--- src/rtl/csvt_pkg.sv ---
package csvt_pkg;

  // Widest record the tokenizer numbers; field numbers are 5 bits wide.
  localparam int MaxFields  = 32;
  localparam int FieldLimit = (MaxFields < 32) ? MaxFields : 32;
  localparam int FieldCap   = FieldLimit - 1;

  localparam logic [7:0] QuoteCh   = 8'h22;
  localparam logic [7:0] NewlineCh = 8'h0A;
  localparam logic [7:0] CommaCh   = 8'h2C;

  // Command queue between front and back
  localparam int CmdqDepth = 4;
  localparam int CmdqAw    = $clog2(CmdqDepth);

  // Result buffer in front of the output ports
  localparam int OutqDepth = 2;
  localparam int OutqAw    = $clog2(OutqDepth);

  typedef enum logic [1:0] {
    REG_DELIM  = 2'd0,
    REG_QMODE  = 2'd1,
    REG_RECF   = 2'd2,
    REG_UNUSED = 2'd3
  } reg_idx_e;

  typedef enum logic [1:0] {
    QM_NONE = 2'd0,
    QM_WEAK = 2'd1,
    QM_RFC  = 2'd2,
    QM_RFC3 = 2'd3
  } qmode_e;

  typedef enum logic [1:0] {
    KIND_DATA   = 2'd0,
    KIND_FIELD  = 2'd1,
    KIND_RECORD = 2'd2,
    KIND_QERR   = 2'd3
  } kind_e;

  typedef enum logic [2:0] {
    SC_START  = 3'd0,
    SC_PLAIN  = 3'd1,
    SC_RQ     = 3'd2,
    SC_RQSEEN = 3'd3,
    SC_WQ     = 3'd4,
    SC_WQSEEN = 3'd5
  } scan_e;

  typedef enum logic [2:0] {
    OP_DATA       = 3'd0,
    OP_ERR_DATA   = 3'd1,
    OP_QUOTE_DATA = 3'd2,
    OP_FIELD      = 3'd3,
    OP_RECORD     = 3'd4,
    OP_RECORD_ERR = 3'd5
  } op_e;

  typedef struct packed {
    logic [7:0] in_byte;
    logic       end_of_stream;
  } in_item_t;

  typedef struct packed {
    logic [1:0] kind;
    logic [7:0] out_byte;
    logic [4:0] field_number;
    logic       last;
  } out_item_t;

  typedef struct packed {
    logic [7:0] delim;
    qmode_e     qmode;
    logic [5:0] rec_fields;
  } cfg_t;

  // One command per accepted beat that produces results
  typedef struct packed {
    op_e        op;
    logic [7:0] data;
    logic [4:0] field;
    logic [5:0] target;
  } cmd_t;

endpackage

--- src/rtl/csvt_front.sv ---
module csvt_front import csvt_pkg::*; (
  input  logic     clk_i,
  input  logic     rst_ni,
  input  cfg_t     cfg_i,
  input  in_item_t in_item_i,
  input  logic     accept_i,
  output logic     cmd_valid_o,
  output cmd_t     cmd_o
);

  scan_e      scan_q, scan_d;
  logic [4:0] count_q, count_d;
  logic       open_q, open_d;

  logic [7:0] b;
  logic       eos, is_quote, is_nl, is_delim, quoting;
  logic [4:0] count_inc;
  logic [5:0] target;

  assign b        = in_item_i.in_byte;
  assign eos      = in_item_i.end_of_stream;
  assign is_quote = (b == QuoteCh);
  assign is_nl    = (b == NewlineCh);
  assign is_delim = (b == cfg_i.delim);
  assign quoting  = (cfg_i.qmode != QM_NONE);

  // Saturate at the last field number
  assign count_inc = (count_q < 5'(FieldCap)) ? count_q + 5'd1 : count_q;
  assign target    = (cfg_i.rec_fields > 6'(FieldLimit)) ? 6'(FieldLimit)
                                                         : cfg_i.rec_fields;

  // Next state
  always_comb begin
    scan_d  = scan_q;
    count_d = count_q;
    open_d  = open_q;
    if (accept_i) begin
      if (eos) begin
        scan_d  = SC_START;
        count_d = '0;
        open_d  = 1'b0;
      end else begin
        unique case (scan_q)
          SC_START: begin
            if (quoting && is_quote) begin
              open_d = 1'b1;
              scan_d = (cfg_i.qmode == QM_WEAK) ? SC_WQ : SC_RQ;
            end else if (is_nl) begin
              count_d = '0;
              open_d  = 1'b0;
            end else if (is_delim) begin
              count_d = count_inc;
              open_d  = 1'b1;
            end else begin
              open_d = 1'b1;
              scan_d = SC_PLAIN;
            end
          end
          SC_PLAIN, SC_RQSEEN, SC_WQSEEN: begin
            if (scan_q == SC_RQSEEN && is_quote) begin
              scan_d = SC_RQ;
            end else if (is_nl) begin
              scan_d  = SC_START;
              count_d = '0;
              open_d  = 1'b0;
            end else if (is_delim) begin
              scan_d  = SC_START;
              count_d = count_inc;
              open_d  = 1'b1;
            end else if (scan_q == SC_RQSEEN) begin
              scan_d = SC_PLAIN;
            end else if (scan_q == SC_WQSEEN && !is_quote) begin
              scan_d = SC_WQ;
            end
          end
          SC_RQ: begin
            if (is_quote) scan_d = SC_RQSEEN;
          end
          SC_WQ: begin
            if (is_quote) scan_d = SC_WQSEEN;
          end
          default: scan_d = SC_START;
        endcase
      end
    end
  end

  // Command to the back part
  always_comb begin
    cmd_valid_o   = 1'b0;
    cmd_o.op      = OP_DATA;
    cmd_o.data    = b;
    cmd_o.field   = count_q;
    cmd_o.target  = target;
    if (eos) begin
      if (scan_q == SC_RQ || scan_q == SC_WQ) begin
        cmd_valid_o = 1'b1;
        cmd_o.op    = OP_RECORD_ERR;
      end else if (scan_q != SC_START || open_q) begin
        cmd_valid_o = 1'b1;
        cmd_o.op    = OP_RECORD;
      end
    end else begin
      unique case (scan_q)
        SC_START, SC_PLAIN: begin
          if (!(scan_q == SC_START && quoting && is_quote)) begin
            cmd_valid_o = 1'b1;
            if (is_nl)         cmd_o.op = OP_RECORD;
            else if (is_delim) cmd_o.op = OP_FIELD;
            else               cmd_o.op = OP_DATA;
          end
        end
        SC_RQ, SC_WQ: begin
          cmd_valid_o = !is_quote;
          cmd_o.op    = OP_DATA;
        end
        SC_RQSEEN: begin
          cmd_valid_o = 1'b1;
          if (is_quote) begin
            cmd_o.op   = OP_DATA;
            cmd_o.data = QuoteCh;
          end else if (is_nl) begin
            cmd_o.op = OP_RECORD;
          end else if (is_delim) begin
            cmd_o.op = OP_FIELD;
          end else begin
            cmd_o.op = OP_ERR_DATA;
          end
        end
        SC_WQSEEN: begin
          cmd_valid_o = 1'b1;
          if (is_nl) begin
            cmd_o.op = OP_RECORD;
          end else if (is_delim) begin
            cmd_o.op = OP_FIELD;
          end else if (is_quote) begin
            cmd_o.op   = OP_DATA;
            cmd_o.data = QuoteCh;
          end else begin
            cmd_o.op = OP_QUOTE_DATA;
          end
        end
        default: cmd_valid_o = 1'b0;
      endcase
    end
    cmd_valid_o = cmd_valid_o & accept_i;
  end

  always_ff @(posedge clk_i or negedge rst_ni) begin
    if (!rst_ni) begin
      scan_q  <= SC_START;
      count_q <= '0;
      open_q  <= 1'b0;
    end else begin
      scan_q  <= scan_d;
      count_q <= count_d;
      open_q  <= open_d;
    end
  end

`ifndef SYNTHESIS
  a_eos_resets : assert property (@(posedge clk_i) disable iff (!rst_ni)
    accept_i && eos |=> scan_q == SC_START && count_q == '0 && !open_q)
    else $error("end of stream did not return scanner to field start");

  a_field_start_count : assert property (@(posedge clk_i) disable iff (!rst_ni)
    !open_q |-> count_q == '0 && (scan_q == SC_START))
    else $error("closed record holds a field count or scan state");

  a_quote_quiet : assert property (@(posedge clk_i) disable iff (!rst_ni)
    accept_i && !eos && is_quote && (scan_q == SC_RQ || scan_q == SC_WQ)
      |-> !cmd_valid_o)
    else $error("closing quote produced a command");
`endif

endmodule

--- src/rtl/csvt_cmd_queue.sv ---
module csvt_cmd_queue import csvt_pkg::*; (
  input  logic clk_i,
  input  logic rst_ni,
  input  logic push_i,
  input  cmd_t data_i,
  output logic full_o,
  input  logic pop_i,
  output logic valid_o,
  output cmd_t data_o
);

  cmd_t              mem_q [CmdqDepth];
  logic [CmdqAw-1:0] wr_q, wr_d, rd_q, rd_d;
  logic [CmdqAw:0]   cnt_q, cnt_d;
  logic              do_push, do_pop;

  assign full_o  = (cnt_q == (CmdqAw+1)'(CmdqDepth));
  assign valid_o = (cnt_q != '0);
  assign data_o  = mem_q[rd_q];
  assign do_push = push_i && !full_o;
  assign do_pop  = pop_i && valid_o;

  always_comb begin
    wr_d  = wr_q;
    rd_d  = rd_q;
    cnt_d = cnt_q;
    if (do_push) begin
      wr_d = (wr_q == CmdqAw'(CmdqDepth - 1)) ? '0 : wr_q + CmdqAw'(1);
    end
    if (do_pop) begin
      rd_d = (rd_q == CmdqAw'(CmdqDepth - 1)) ? '0 : rd_q + CmdqAw'(1);
    end
    if (do_push && !do_pop) cnt_d = cnt_q + (CmdqAw+1)'(1);
    else if (!do_push && do_pop) cnt_d = cnt_q - (CmdqAw+1)'(1);
  end

  always_ff @(posedge clk_i) begin
    if (do_push) mem_q[wr_q] <= data_i;
  end

  always_ff @(posedge clk_i or negedge rst_ni) begin
    if (!rst_ni) begin
      wr_q  <= '0;
      rd_q  <= '0;
      cnt_q <= '0;
    end else begin
      wr_q  <= wr_d;
      rd_q  <= rd_d;
      cnt_q <= cnt_d;
    end
  end

`ifndef SYNTHESIS
  a_no_push_full : assert property (@(posedge clk_i) disable iff (!rst_ni)
    push_i |-> !full_o)
    else $error("command pushed into a full queue");

  a_no_pop_empty : assert property (@(posedge clk_i) disable iff (!rst_ni)
    pop_i |-> valid_o)
    else $error("command popped from an empty queue");

  a_ptr_count : assert property (@(posedge clk_i) disable iff (!rst_ni)
    (cnt_q == '0 || cnt_q == (CmdqAw+1)'(CmdqDepth)) |-> wr_q == rd_q)
    else $error("queue pointers disagree with fill count");
`endif

endmodule

--- src/rtl/csvt_back.sv ---
module csvt_back import csvt_pkg::*; (
  input  logic      clk_i,
  input  logic      rst_ni,
  input  logic      cmd_valid_i,
  input  cmd_t      cmd_i,
  output logic      cmd_pop_o,
  output logic      empty_o,
  input  logic      pop_i,
  output out_item_t out_item_o
);

  logic              phase_q, phase_d;
  logic [5:0]        cur_q, cur_d;
  logic [5:0]        f_now, f_next;
  logic              more_pad, final_res, fire, is_rec;
  out_item_t         res;

  out_item_t         oq_q [OutqDepth];
  logic [OutqAw-1:0] owr_q, ord_q;
  logic [OutqAw:0]   ocnt_q;
  logic              oq_ready, oq_pop;

  assign f_now    = phase_q ? cur_q : {1'b0, cmd_i.field};
  assign f_next   = f_now + 6'd1;
  assign more_pad = (f_next < cmd_i.target);
  assign is_rec   = (cmd_i.op == OP_RECORD || cmd_i.op == OP_RECORD_ERR);

  // Decode the head command into the current result beat
  always_comb begin
    res.kind         = KIND_DATA;
    res.out_byte     = '0;
    res.field_number = f_now[4:0];
    final_res        = 1'b1;
    unique case (cmd_i.op)
      OP_DATA: begin
        res.out_byte = cmd_i.data;
      end
      OP_ERR_DATA: begin
        if (!phase_q) begin
          res.kind  = KIND_QERR;
          final_res = 1'b0;
        end else begin
          res.out_byte = cmd_i.data;
        end
      end
      OP_QUOTE_DATA: begin
        res.out_byte = phase_q ? cmd_i.data : QuoteCh;
        final_res    = phase_q;
      end
      OP_FIELD: begin
        res.kind = KIND_FIELD;
      end
      OP_RECORD, OP_RECORD_ERR: begin
        if (cmd_i.op == OP_RECORD_ERR && !phase_q) res.kind = KIND_QERR;
        else if (more_pad)                         res.kind = KIND_FIELD;
        else                                       res.kind = KIND_RECORD;
        final_res = !more_pad;
      end
      default: res.kind = KIND_DATA;
    endcase
    res.last = final_res;
  end

  assign oq_ready  = (ocnt_q != (OutqAw+1)'(OutqDepth));
  assign fire      = cmd_valid_i && oq_ready;
  assign cmd_pop_o = fire && final_res;

  // Advance the field number only across pad beats; two-beat data stays in its field
  always_comb begin
    phase_d = phase_q;
    cur_d   = cur_q;
    if (fire) begin
      phase_d = !final_res;
      cur_d   = is_rec ? f_next : f_now;
    end
  end

  // Result buffer: takes a beat while the previous one waits at the ports
  assign empty_o    = (ocnt_q == '0);
  assign out_item_o = oq_q[ord_q];
  assign oq_pop     = pop_i && !empty_o;

  always_ff @(posedge clk_i) begin
    if (fire) oq_q[owr_q] <= res;
  end

  always_ff @(posedge clk_i or negedge rst_ni) begin
    if (!rst_ni) begin
      phase_q <= 1'b0;
      cur_q   <= '0;
      owr_q   <= '0;
      ord_q   <= '0;
      ocnt_q  <= '0;
    end else begin
      phase_q <= phase_d;
      cur_q   <= cur_d;
      if (fire) begin
        owr_q <= (owr_q == OutqAw'(OutqDepth - 1)) ? '0 : owr_q + OutqAw'(1);
      end
      if (oq_pop) begin
        ord_q <= (ord_q == OutqAw'(OutqDepth - 1)) ? '0 : ord_q + OutqAw'(1);
      end
      if (fire && !oq_pop)      ocnt_q <= ocnt_q + (OutqAw+1)'(1);
      else if (!fire && oq_pop) ocnt_q <= ocnt_q - (OutqAw+1)'(1);
    end
  end

`ifndef SYNTHESIS
  a_mid_cmd_held : assert property (@(posedge clk_i) disable iff (!rst_ni)
    phase_q |-> cmd_valid_i)
    else $error("command left the queue before its last beat");

  a_mid_cmd_op : assert property (@(posedge clk_i) disable iff (!rst_ni)
    phase_q |-> (cmd_i.op == OP_ERR_DATA || cmd_i.op == OP_QUOTE_DATA ||
                 cmd_i.op == OP_RECORD || cmd_i.op == OP_RECORD_ERR))
    else $error("single beat command in a later phase");

  a_pad_step : assert property (@(posedge clk_i) disable iff (!rst_ni)
    fire && !final_res && is_rec |=> f_now == $past(f_next))
    else $error("pad field number skipped");

  a_oq_count : assert property (@(posedge clk_i) disable iff (!rst_ni)
    ocnt_q <= (OutqAw+1)'(OutqDepth))
    else $error("result buffer overfilled");
`endif

endmodule

--- src/rtl/csv_field_tokenizer.sv ---
// Channel   Dir  Handshake               Payload
// input     in   push / full             in_item_i  (in_byte, end_of_stream)
// result    out  pop / empty             out_item_o (kind, out_byte, field_number, last)
// config    in   cfg_we_i, cfg_idx_i     cfg_data_i (delimiter, quote_mode, record_fields)
//
// One input beat per cycle while each beat yields at most one result and results are popped.
// A beat that yields k results occupies the back end until all k are out (two for a
// stray or weak quote, up to record_fields for a padded record end); the
// four-entry command queue absorbs this and full rises only when it fills.
// Beats that yield no result (quotes that open or close a field) push no command.
// Reset clears scanner state, both queues and loads comma, RFC4180, no padding.
// A stalled result port holds the result buffer; the input keeps flowing
// until the command queue fills.
module csv_field_tokenizer import csvt_pkg::*; (
  input  logic      clk_i,
  input  logic      rst_ni,
  input  logic      push,
  output logic      full,
  input  in_item_t  in_item_i,
  output logic      empty,
  input  logic      pop,
  output out_item_t out_item_o,
  input  logic      cfg_we_i,
  input  logic [1:0] cfg_idx_i,
  input  logic [7:0] cfg_data_i
);

  cfg_t cfg_q;
  logic accept, cmd_push, cmd_valid, cmd_pop;
  cmd_t cmd_in, cmd_head;

  always_ff @(posedge clk_i or negedge rst_ni) begin
    if (!rst_ni) begin
      cfg_q.delim      <= CommaCh;
      cfg_q.qmode      <= QM_RFC;
      cfg_q.rec_fields <= '0;
    end else if (cfg_we_i) begin
      case (cfg_idx_i)
        REG_DELIM: cfg_q.delim      <= cfg_data_i;
        REG_QMODE: cfg_q.qmode      <= qmode_e'(cfg_data_i[1:0]);
        REG_RECF:  cfg_q.rec_fields <= cfg_data_i[5:0];
        default:   cfg_q.delim      <= cfg_q.delim;
      endcase
    end
  end

  assign accept = push && !full;

  csvt_front u_front (
    .clk_i       (clk_i),
    .rst_ni      (rst_ni),
    .cfg_i       (cfg_q),
    .in_item_i   (in_item_i),
    .accept_i    (accept),
    .cmd_valid_o (cmd_push),
    .cmd_o       (cmd_in)
  );

  csvt_cmd_queue u_cmdq (
    .clk_i   (clk_i),
    .rst_ni  (rst_ni),
    .push_i  (cmd_push),
    .data_i  (cmd_in),
    .full_o  (full),
    .pop_i   (cmd_pop),
    .valid_o (cmd_valid),
    .data_o  (cmd_head)
  );

  csvt_back u_back (
    .clk_i       (clk_i),
    .rst_ni      (rst_ni),
    .cmd_valid_i (cmd_valid),
    .cmd_i       (cmd_head),
    .cmd_pop_o   (cmd_pop),
    .empty_o     (empty),
    .pop_i       (pop),
    .out_item_o  (out_item_o)
  );

endmodule

--- config.mk ---
export PLATFORM = sky130hd
export DESIGN_NAME = csv_field_tokenizer
export DESIGN_NICKNAME = d
export VERILOG_FILES = /design/src/rtl/csvt_pkg.sv /design/src/rtl/csvt_front.sv /design/src/rtl/csvt_cmd_queue.sv /design/src/rtl/csvt_back.sv /design/src/rtl/csv_field_tokenizer.sv
export SDC_FILE = /design/constraint.sdc
export NUM_CORES = 1
export LEC_CHECK = 0
export BUFFER_PORTS_ARGS = -buffer_cell sky130_fd_sc_hd__buf_2
export CAP_MARGIN = 10
export CORE_UTILIZATION = 45
export DETAILED_ROUTE_END_ITERATION = 8
export SLEW_MARGIN = 20
export SYNTH_ARGS = -nofsm -noshare
export SYNTH_HDL_FRONTEND = slang
export SYNTH_HIERARCHICAL = 1
export SYNTH_SLANG_ARGS = --single-unit
--- constraint.sdc ---
create_clock -name clk_i -period 5.1 [get_ports clk_i]
set_clock_uncertainty 0.1 [all_clocks]
set_input_delay 0.765 -clock clk_i [delete_from_list [all_inputs] [get_ports clk_i]]
set_output_delay 0.765 -clock clk_i [all_outputs]
set_load 0.005 [all_outputs]
# Word-level counts from Yosys, hierarchy flattened
# Memories as Yosys holds them, arrays and structs flattened.
# Cells that the tools add are included.
dict set report classes {
  addsub 10
  n_lt_le_gt_ge 3
  eq_ne 28
  mux 74
  n_bitwise 1
  n_reduce_logical 50
}
# op count
set ops {}
lappend ops {{two-way mux 3 bit} 23}
lappend ops {{two-way mux 8 bit} 6}
lappend ops {{two-way mux 5 bit} 6}
lappend ops {{one-hot mux 8 bit (3 select lines)} 1}
lappend ops {{two-way mux 2 bit} 10}
lappend ops {{two-way mux 6 bit} 3}
lappend ops {{two-way mux 1 bit} 17}
lappend ops {{logical AND 1 bit} 16}
lappend ops {{one-hot mux 8 bit (2 select lines)} 1}
lappend ops {{== test 3 bit (second input constant)} 5}
lappend ops {{== test 3 x 2 -> 1 bit (second input constant)} 4}
lappend ops {{one-hot mux 3 bit (4 select lines)} 1}
lappend ops {{logical NOT 1 bit} 10}
lappend ops {{one-hot mux 5 bit (2 select lines)} 1}
lappend ops {{one-hot mux 3 bit (3 select lines)} 1}
lappend ops {{nonzero test 3 bit} 3}
lappend ops {{== test 8 x 4 -> 1 bit (second input constant)} 1}
lappend ops {{== test 8 x 6 -> 1 bit (second input constant)} 1}
lappend ops {{== test 8 bit} 1}
lappend ops {{inequality test 4 bit (second input constant)} 2}
lappend ops {{AND reduction 4 bit} 2}
lappend ops {{OR reduction 2 bit} 4}
lappend ops {{inequality test 7 x 2 -> 1 bit (second input constant)} 1}
lappend ops {{adder 2 x 1 -> 2 bit (second input constant)} 3}
lappend ops {{other kinds (27)} 43}
dict set report totals {
  reg_bits 43
  ramBits 120
  in_bits 24
  out_inout_bits 18
  word_cells 182
  n_memories 2
}
# memory depth width read_ports rd_clocked_by_memory_dff write_ports line_no
set memory_table {}
lappend memory_table {u_cmdq.mem_q 4 22 1 0 1 csvt_cmd_queue.sv:12} ;# cmd_t mem_q [CmdqDepth];
lappend memory_table {u_back.oq_q 2 16 1 0 1 csvt_back.sv:18} ;# out_item_t oq_q [OutqDepth];

# Longest topological paths before layout
# Gate-level depths: netlist (run 1).
dict set report depth {
  word_depth 12
  depth_mapped 20
  ltp_nobuf 18
}

# Cells and area by module
# Netlist (run 1), hierarchy kept.
# module n_inst cells_each area_each_um2 seq_area_each_um2
set modules_own_cells {}
lappend modules_own_cells {csvt_cmd_queue 1 152 3681.0 2817.7}
lappend modules_own_cells {csvt_back 1 174 2223.4 1236.2}
lappend modules_own_cells {csvt_front 1 139 1033.5 225.2}
lappend modules_own_cells {csv_field_tokenizer 1 36 625.6 405.4}

# Least setup slack after synthesis (run 1)
# Ideal clock, no wire load.
dict set report synth_timing {
  path_kind {reg2reg}
  from {register u_cmdq.rd_q[0]}
  to {register u_cmdq.cnt_q[1]}
  setup_ns 0.125
  t_arrival_ns 3.987
  t_required_ns 4.875
  setup_slack_ns 0.889
  path_stages_with_launch 19
  n_path_buf 2
  synth_period_minus_slack_ns 4.211
  cell_sequence {dfrtp_1 > buf_6 > buf_12 > mux4_2 > mux2_2 > ha_1 > nand4b_1 > nand2_1 > xnor2_1 > ha_1 > nand4_1 > a311oi_2 > nor3_2 > nor2_1 > nand2_4 > ha_1 > inv_1 > fa_1 > mux2_2}
}
# element line_no
set synth_lines {}
lappend synth_lines {{from (decl)} csvt_cmd_queue.sv:13} ;# logic [CmdqAw-1:0] wr_q, wr_d, rd_q, rd_d;
lappend synth_lines {{from (signal assigned)} csvt_cmd_queue.sv:48} ;# rd_q <= rd_d;
lappend synth_lines {{to (signal assigned)} csvt_cmd_queue.sv:49} ;# cnt_q <= cnt_d;
lappend synth_lines {{to (decl)} csvt_cmd_queue.sv:14} ;# logic [CmdqAw:0] cnt_q, cnt_d;

==> results of run 1 <==
[Yosys cell counts, drive strengths merged (3+ instances only)]
cell     number  area, um^2
nand3         5        25.0
dfrtp        39         976
edfxtp      120        3600
nand3b        3        22.5
nor2b        12        77.6
o21a          3        22.5
nand4         4        40.0
mux2         40         465
nor3b         3        50.1
ha           14         175
nor2         23        86.3
or3           3        23.8
nand4b        3        41.3
xor2         12         105
mux4         22         495
o21bai        3        22.5
clkbuf       14        52.6
mux2i         6        63.8
nand2b        4        32.5
nand2        28         113
o21ai        13        65.1
xnor2        14         123
a2111oi       3        51.3
buf          13         121
dfstp         4         105
inv          21        78.8
nor3          7        40.0
nor4          4        25.0
a21oi        18        90.1
and2         12        80.1
[metal layers]
layer  part of all wire  GRT usage
met1               0.45      0.220
met4              0.014     0.0691
met5                  0          0
met3              0.038     0.0424
met2               0.50      0.291
[stage by stage]
step	setup WS [ns]	util	total power [mW]	hold WS, ns	cells
detailed placement	0.702	0.478	4.30	0.384	738
finish	0.677	0.515	5.56	0.261	770
global placement	0.813	0.478	4.24	0.379	738
global route	0.366	0.515	5.93	0.281	770
floorplan	0.889	-	3.80	0.350	501
CTS	0.649	0.515	5.64	0.404	770
[registers in the layout (all words and copies together), names as in the netlist]
register,cells
u_front/count_q,5
u_cmdq/wr_q,2
u_back/owr_q,1
u_cmdq/cnt_q,3
u_back/ocnt_q,2
u_back/ord_q,1
u_front/scan_q,3
u_back/cur_q,6
u_front/open_q,1
u_cmdq/mem_q,88
u_back/oq_q,32
u_back/phase_q,1
cfg_q,16
u_cmdq/rd_q,2
[worst reg2reg max path: stages (launching register included)]
cell and delay [ns]:
sky130_fd_sc_hd__dfrtp_1 0.39, sky130_fd_sc_hd__buf_4 0.21, sky130_fd_sc_hd__mux4_2 0.57, sky130_fd_sc_hd__mux2_2 0.32, sky130_fd_sc_hd__ha_1 0.24, sky130_fd_sc_hd__nand4b_1 0.13, sky130_fd_sc_hd__nand2_1 0.08, sky130_fd_sc_hd__xnor2_1 0.13
sky130_fd_sc_hd__ha_1 0.31, sky130_fd_sc_hd__nand4_1 0.12, sky130_fd_sc_hd__a311oi_2 0.35, sky130_fd_sc_hd__nor3_2 0.12, sky130_fd_sc_hd__nor2_1 0.19, sky130_fd_sc_hd__nand2_4 0.08, sky130_fd_sc_hd__ha_1 0.21, sky130_fd_sc_hd__inv_1 0.08
sky130_fd_sc_hd__fa_1 0.40, sky130_fd_sc_hd__mux2_2 0.26
[worst min-delay path by stage]
stage                                           start                            end  slack [ns]  cells after the start
after floorplan           u_back/cur_q[4]$_DFFE_PN0P_    u_back/cur_q[4]$_DFFE_PN0P_        0.35                      2
final                                          rst_ni  u_front/scan_q[1]$_DFFE_PN0P_        0.26                      1
after global placement       u_back/owr_q$_DFFE_PN0P_       u_back/owr_q$_DFFE_PN0P_        0.38                      1
after global routing                           rst_ni     u_cmdq/wr_q[0]$_DFFE_PN0P_        0.28                      1
after CTS                 u_back/cur_q[4]$_DFFE_PN0P_    u_back/cur_q[4]$_DFFE_PN0P_        0.40                      2
after detailed placement     u_back/owr_q$_DFFE_PN0P_       u_back/owr_q$_DFFE_PN0P_        0.38                      1
[cell families (layout without fill, tap and decap cells)]
family | after synthesis | after routing | share of synthesized area
AOI/OAI and AO/OA | 64 | 64 | 0.0602
and+or+nand+nor | 116 | 116 | 0.0945
xor gates and xnor gates | 26 | 26 | 0.0301
DFF | 163 | 163 | 0.619
adders and majority gates | 15 | 15 | 0.0258
buffers and inverters | 49 | 98 | 0.0346
muxes | 68 | 68 | 0.135
[power by group through the flow]
| stage | sequential, mW | combinational, mW | clock (mW) |
|---|---|---|---|
| 4_1_cts | 2.26 | 2.03 | 1.34 |
| 3_3_place_gp | 2.26 | 1.98 | 0 |
| 5_1_grt | 2.31 | 2.22 | 1.40 |
| 6_report | 2.25 | 2.00 | 1.31 |
| 2_1_floorplan | 2.14 | 1.67 | 0 |
| 3_5_place_dp | 2.28 | 2.01 | 0 |
[area by class of cell]
class | count | area (um^2)
multi-input cells | 289 | 2620
clock buffers | 20 | 437
clock inverters | 12 | 178
well taps | 220 | 275
fillers | 1377 | 8010
flip-flops and latches | 163 | 4680
repair buffers | 45 | 238
inverters | 21 | 78.8
==> qor.yml, run 1 <==
clock_tree_root: "sky130_fd_sc_hd__clkbuf_16"
die-area_um2: 17300
pwr-share-comb: 0.359
synth_enable_flop_cells: 120
power_report.internal_total_mw: 3.75
critical-path-top-delay-family: "adder cells"
detailedPlacementHpwl_um: 9580
initial_core_utilization: 0.458
maxClockFrequency_mhz: 226
synthArstFlopShare: 0.264
p_leak_nw: 3.14
share_clk_of_total_power: 0.236
placed_cell_area_um2: 7890
worst_setup_path_startpoint: "u_cmdq/rd_q[0]$_DFFE_PN0P_"
final_antenna_net_count: 0
rr_worst_depth: 17
grt_pass1_vias: 4367
power.ir.vdd_worst_mv: 0.295
post_cts_hold_buffer_count: 0
grt.overflow.total: 0
vertical_extent_of_the_die_um: 132
clock_insertion_delay_worst_skew_ns: 0.42
start_kind: "flip-flop"
synth_area_per_cell_um2: 15.1
synthCells: 501
drt-initial-drc-count: 233
setup.worst_path.class: "flip-flop to flip-flop"
final.setup.tns_ns: 0
timing.slew.headroom: 0.493
antenna-diode-count: 0
tritoncts_num_sinks: 163
postCtsResizedCells: 0
cp_data_required_time_ns: 5.30
final_area_um2: 8510
hold_viol_final: 0
power_switching_mw: 1.82
yosysWarnings: 6
post_cts.repair.setup_buffers: 0
port-buffer-count: 41
most-common-layout-cells: "sky130_fd_sc_hd__edfxtp_1 (120), sky130_fd_sc_hd__buf_2 (40), sky130_fd_sc_hd__dfrtp_1 (39)"
timing.critical_path.to_type: "flip-flop"
crit_path_max_incr_delay_ns: 0.57
crit_chain: "buf_4 -> mux4_2 -> mux2_2 -> ha_1 -> nand4b_1 -> nand2_1 -> xnor2_1 -> ha_1 -> nand4_1 -> a311oi_2 -> nor3_2 -> nor2_1 -> nand2_4 -> ha_1 -> inv_1 -> fa_1 -> mux2_2"
final.min_clock_period_ns: 4.42
timing.reg2reg.setup_slack_ns: 0.68
grt_max_degree: 44
drtPass1Iterations: 5
status: "completed"
post_route_drc_violation_count: 0
cts_max_path_buffers: 2
crit_path_max_fanout: 7
drt_wl_total_um: 13900
core_um2: 16500
ys_seq_area_frac: 0.619
power_frac_seq: 0.404
wire_length_of_the_first_global_routing_pass_um: 22900
rows: 47
data_arrival_time_of_the_worst_path_ns: 4.63
worst-slew-pin-transition_ns: 0.761
postSynthNetCount: 540
viasPerCell: 5.39
timing.critical_path.to: "u_cmdq/cnt_q[1]$_DFFE_PN0P_"
cts.reportedPaths.clkPinSlew_ns: 0.06
synth_flop_type: "sky130_fd_sc_hd__edfxtp_1"
nets: 576
ctsHtreeMaxLevel: 4
worst_reg2reg_path_endpoint: "u_cmdq/cnt_q[1]$_DFFE_PN0P_"
floorplan.die.width_um: 132
cpMaxStageDelayCell: "sky130_fd_sc_hd__mux4_2"
path_depth: 17
vias: 4150
critical-path-top-cell-by-count: "sky130_fd_sc_hd__ha_1"
grt_setup_unrepaired: "no"
period_share: 0.867
worst_r2r_startpoint: "u_cmdq/rd_q[0]$_DFFE_PN0P_"
boundaryPins: 42
cts_inserted_buffers: 17
report.final.slew_viol_count: 0
timing.hold.worst.class: "input pin to async pin"
setup_viol: 0
switching_share: 0.326
final_layout_size_suffix_gt1_frac: 0.295
synthDistinctLibCells: 76
layout_commonest_cell: "sky130_fd_sc_hd__edfxtp_1"
number_of_antenna_violations_at_the_first_check_in_global_routing: 0
gp_congestion: 0.898
critical_path_buf_inv_count: 2
postSynthRegisterBits: 163
cts_tree: "done"
areaGrowthSynthToFinish_pct: 12.5
syn-cell-area_um2: 7560
max-cap-violations: 0
grtUsageTotal: 0.175
drt-wirelength-per-cell_um: 18.1
power_per_cell_area_nw_per_um2: 654
Power figures use the tool's default switching activity.
==> run 2, diff against run 1 <==
==> constraint.sdc (replaced) <==
create_clock -name clk_i -period 5.1 [get_ports clk_i]
set_clock_uncertainty 0.1 [all_clocks]
set_input_delay 1.02 -clock clk_i [delete_from_list [all_inputs] [get_ports clk_i]]
set_output_delay 1.02 -clock clk_i [all_outputs]
set_load 0.01 [all_outputs]
==> qor.yml, run 2 (synthesis gave the netlist of run 1 again) <==
final_layout_size_suffix_gt1_frac: 0.295  # unchanged
drt-initial-drc-count: 313  # +34%
cts_inserted_buffers: 17  # unchanged
post_cts.repair.setup_buffers: 0  # unchanged
largest-register: "u_cmdq/mem_q"
initial_core_utilization: 0.458  # unchanged
dp_worst_slack_ns: 0.649  # -0.0531 ns
cp_data_required_time_ns: 5.30  # about the same
antenna-diode-count: 0  # unchanged
postCtsResizedCells: 0  # unchanged
vertical_extent_of_the_die_um: 132  # unchanged
cts.reportedPaths.clkPinSlew_ns: 0.06  # about the same
start_kind: "flip-flop"
stdcell_count: 770  # unchanged
cts_tree: "done"
clock_insertion_delay_worst_skew_ns: 0.42  # about the same
wire_length_of_the_first_global_routing_pass_um: 22800  # -0.36%
clock_tree_root: "sky130_fd_sc_hd__clkbuf_16"
post_cts_hold_buffer_count: 0  # unchanged
detailedPlacementHpwl_um: 9680  # +1.0%
data_arrival_time_of_the_worst_path_ns: 4.65  # +0.02 ns
drtPass1Iterations: 4  # -1
worst-slew-pin-transition_ns: 0.979  # +0.218 ns
timing.critical_path.to_type: "flip-flop"
areaGrowthSynthToFinish_pct: 13.1
number_of_placed_instances_taps_included: 738  # unchanged
max-cap-violations: 0  # unchanged
grt_pass1_vias: 4278  # -2.0%
nets: 576  # unchanged
final.setup.tns_ns: 0  # unchanged
vias: 4129  # -0.51%
rows: 47  # unchanged
die-area_um2: 17300  # unchanged
finish.utilization: 0.518  # +0.00265
setup.worst_path.class: "flip-flop to flip-flop"
number_of_antenna_violations_at_the_first_check_in_global_routing: 0  # unchanged
power.ir.vdd_worst_mv: 0.278  # -5.7%
met2RoutedLength_um: 6980  # +0.87%
viasPerCell: 5.36  # -0.51%
total_power_mw: 5.73  # +2.9%
timing.slew.headroom: 0.343  # -0.150
routedLengthMet1_um: 6340  # +0.99%
crit_path_max_fanout: 15  # +8
grt.overflow.total: 0  # unchanged
tritoncts_num_sinks: 163  # unchanged
core_um2: 16500  # unchanged
gp_congestion: 0.850  # -5.4%
cts_max_path_buffers: 2  # unchanged
ctsHtreeMaxLevel: 4  # unchanged
drt_wl_total_um: 14100  # +1.0%
period_share: 0.871  # +0.00414
final.min_clock_period_ns: 4.44  # +0.0211 ns
status: "completed"
most-common-layout-cells: "sky130_fd_sc_hd__edfxtp_1 (120), sky130_fd_sc_hd__buf_2 (40), sky130_fd_sc_hd__dfrtp_1 (39)"
boundaryPins: 42  # unchanged
post_route_drc_violation_count: 0  # unchanged
grtUsageTotal: 0.176  # +0.00135
grt_setup_unrepaired: "no"
hold_viol_final: 0  # unchanged
power_per_cell_area_nw_per_um2: 669  # +2.4%
maxClockFrequency_mhz: 225  # -0.47%
final_antenna_net_count: 0  # unchanged
port-buffer-count: 41  # unchanged
timing.hold.worst.class: "flip-flop to flip-flop"
floorplan.die.width_um: 132  # unchanged
p_leak_nw: 3.15  # +0.57%
grt_max_degree: 44  # unchanged
layout_commonest_cell: "sky130_fd_sc_hd__edfxtp_1"
report.final.slew_viol_count: 0  # unchanged
setup_viol: 0  # unchanged
slack_of_the_critical_path_ns: 0.656  # -0.0211 ns
biggestRegsByFlops: "u_cmdq/mem_q (88), u_back/oq_q (32), cfg_q (16)"
largest_register_ff_count: 88  # unchanged
drt-wirelength-per-cell_um: 18.3  # +1.0%
met3RoutedLength_um: 503  # -5.6%
routed.top_layer: "met4"
-- run 2: cell types whose count changed in the layout (fill, tap and decap cells not counted), sizes merged --
cell / before / now
clkinv: 5 / 4
clkbuf: 20 / 18
bufinv: 4 / 6
clkinvlp: 1 / 2
-- run 2: per-layer routing --
layer | track usage | vias to the layer above
li1 | - | 1951
met3 | 0.0378 | 20
met5 | 0 | -
met1 | 0.229 | 2068
met2 | 0.290 | 90
met4 | 0.0685 | 0
-- run 2: area by class of cell --
type | count | area (um^2)
well taps | 220 | 275
clock buffers | 18 | 429
flip-flops and latches | 163 | 4680
repair buffers | 45 | 238
fillers | 1386 | 7970
multi-input cells | 289 | 2620
inverters | 21 | 78.8
clock inverters | 14 | 233
-- run 2: critical path: stages (launching register included) --
cell and delay (ns):
sky130_fd_sc_hd__dfrtp_1 0.51, sky130_fd_sc_hd__buf_4 0.35, sky130_fd_sc_hd__mux4_2 0.54, sky130_fd_sc_hd__mux2i_1 0.37
sky130_fd_sc_hd__inv_1 0.17, sky130_fd_sc_hd__nand3_1 0.12, sky130_fd_sc_hd__xor2_1 0.08, sky130_fd_sc_hd__ha_1 0.31
sky130_fd_sc_hd__nand4_1 0.11, sky130_fd_sc_hd__a311oi_2 0.30, sky130_fd_sc_hd__nor3_2 0.12, sky130_fd_sc_hd__nor2_1 0.19
sky130_fd_sc_hd__nand2_4 0.08, sky130_fd_sc_hd__ha_1 0.21, sky130_fd_sc_hd__inv_1 0.07, sky130_fd_sc_hd__fa_1 0.41
sky130_fd_sc_hd__mux2_2 0.27
-- run 2: worst paths after layout --
path,from,endpoint,slack (ns),cells past startpoint
worst max register to register,u_cmdq/rd_q[0]$_DFFE_PN0P_,u_cmdq/cnt_q[1]$_DFFE_PN0P_,0.66,16
worst min-delay path,cfg_q[2]$_DFFE_PN0P_,cfg_q[2]$_DFFE_PN0P_,0.40,1
max in group asynchronous,rst_ni,u_back/ocnt_q[0]$_DFFE_PN0P_,3.98,1
worst min register to register,cfg_q[2]$_DFFE_PN0P_,cfg_q[2]$_DFFE_PN0P_,0.40,1
min in group asynchronous,rst_ni,u_front/scan_q[1]$_DFFE_PN0P_,0.50,1
worst max-delay path,u_cmdq/rd_q[0]$_DFFE_PN0P_,u_cmdq/cnt_q[1]$_DFFE_PN0P_,0.66,16
-- run 2: power breakdown --
group | internal [mW] | total [mW] | switching, mW
Combinational | 0.946 | 2.05 | 1.10
Clock | 0.917 | 1.42 | 0.505
Sequential | 1.99 | 2.26 | 0.274
-- run 2: stage by stage --
step | hold WS, ns | instance area, um^2
after global routing | 0.424 | 8560
final | 0.401 | 8560
after floorplan | 0.350 | 7560
after CTS | 0.403 | 8550
after detailed placement | 0.389 | 7890
after global placement | 0.378 | 7890
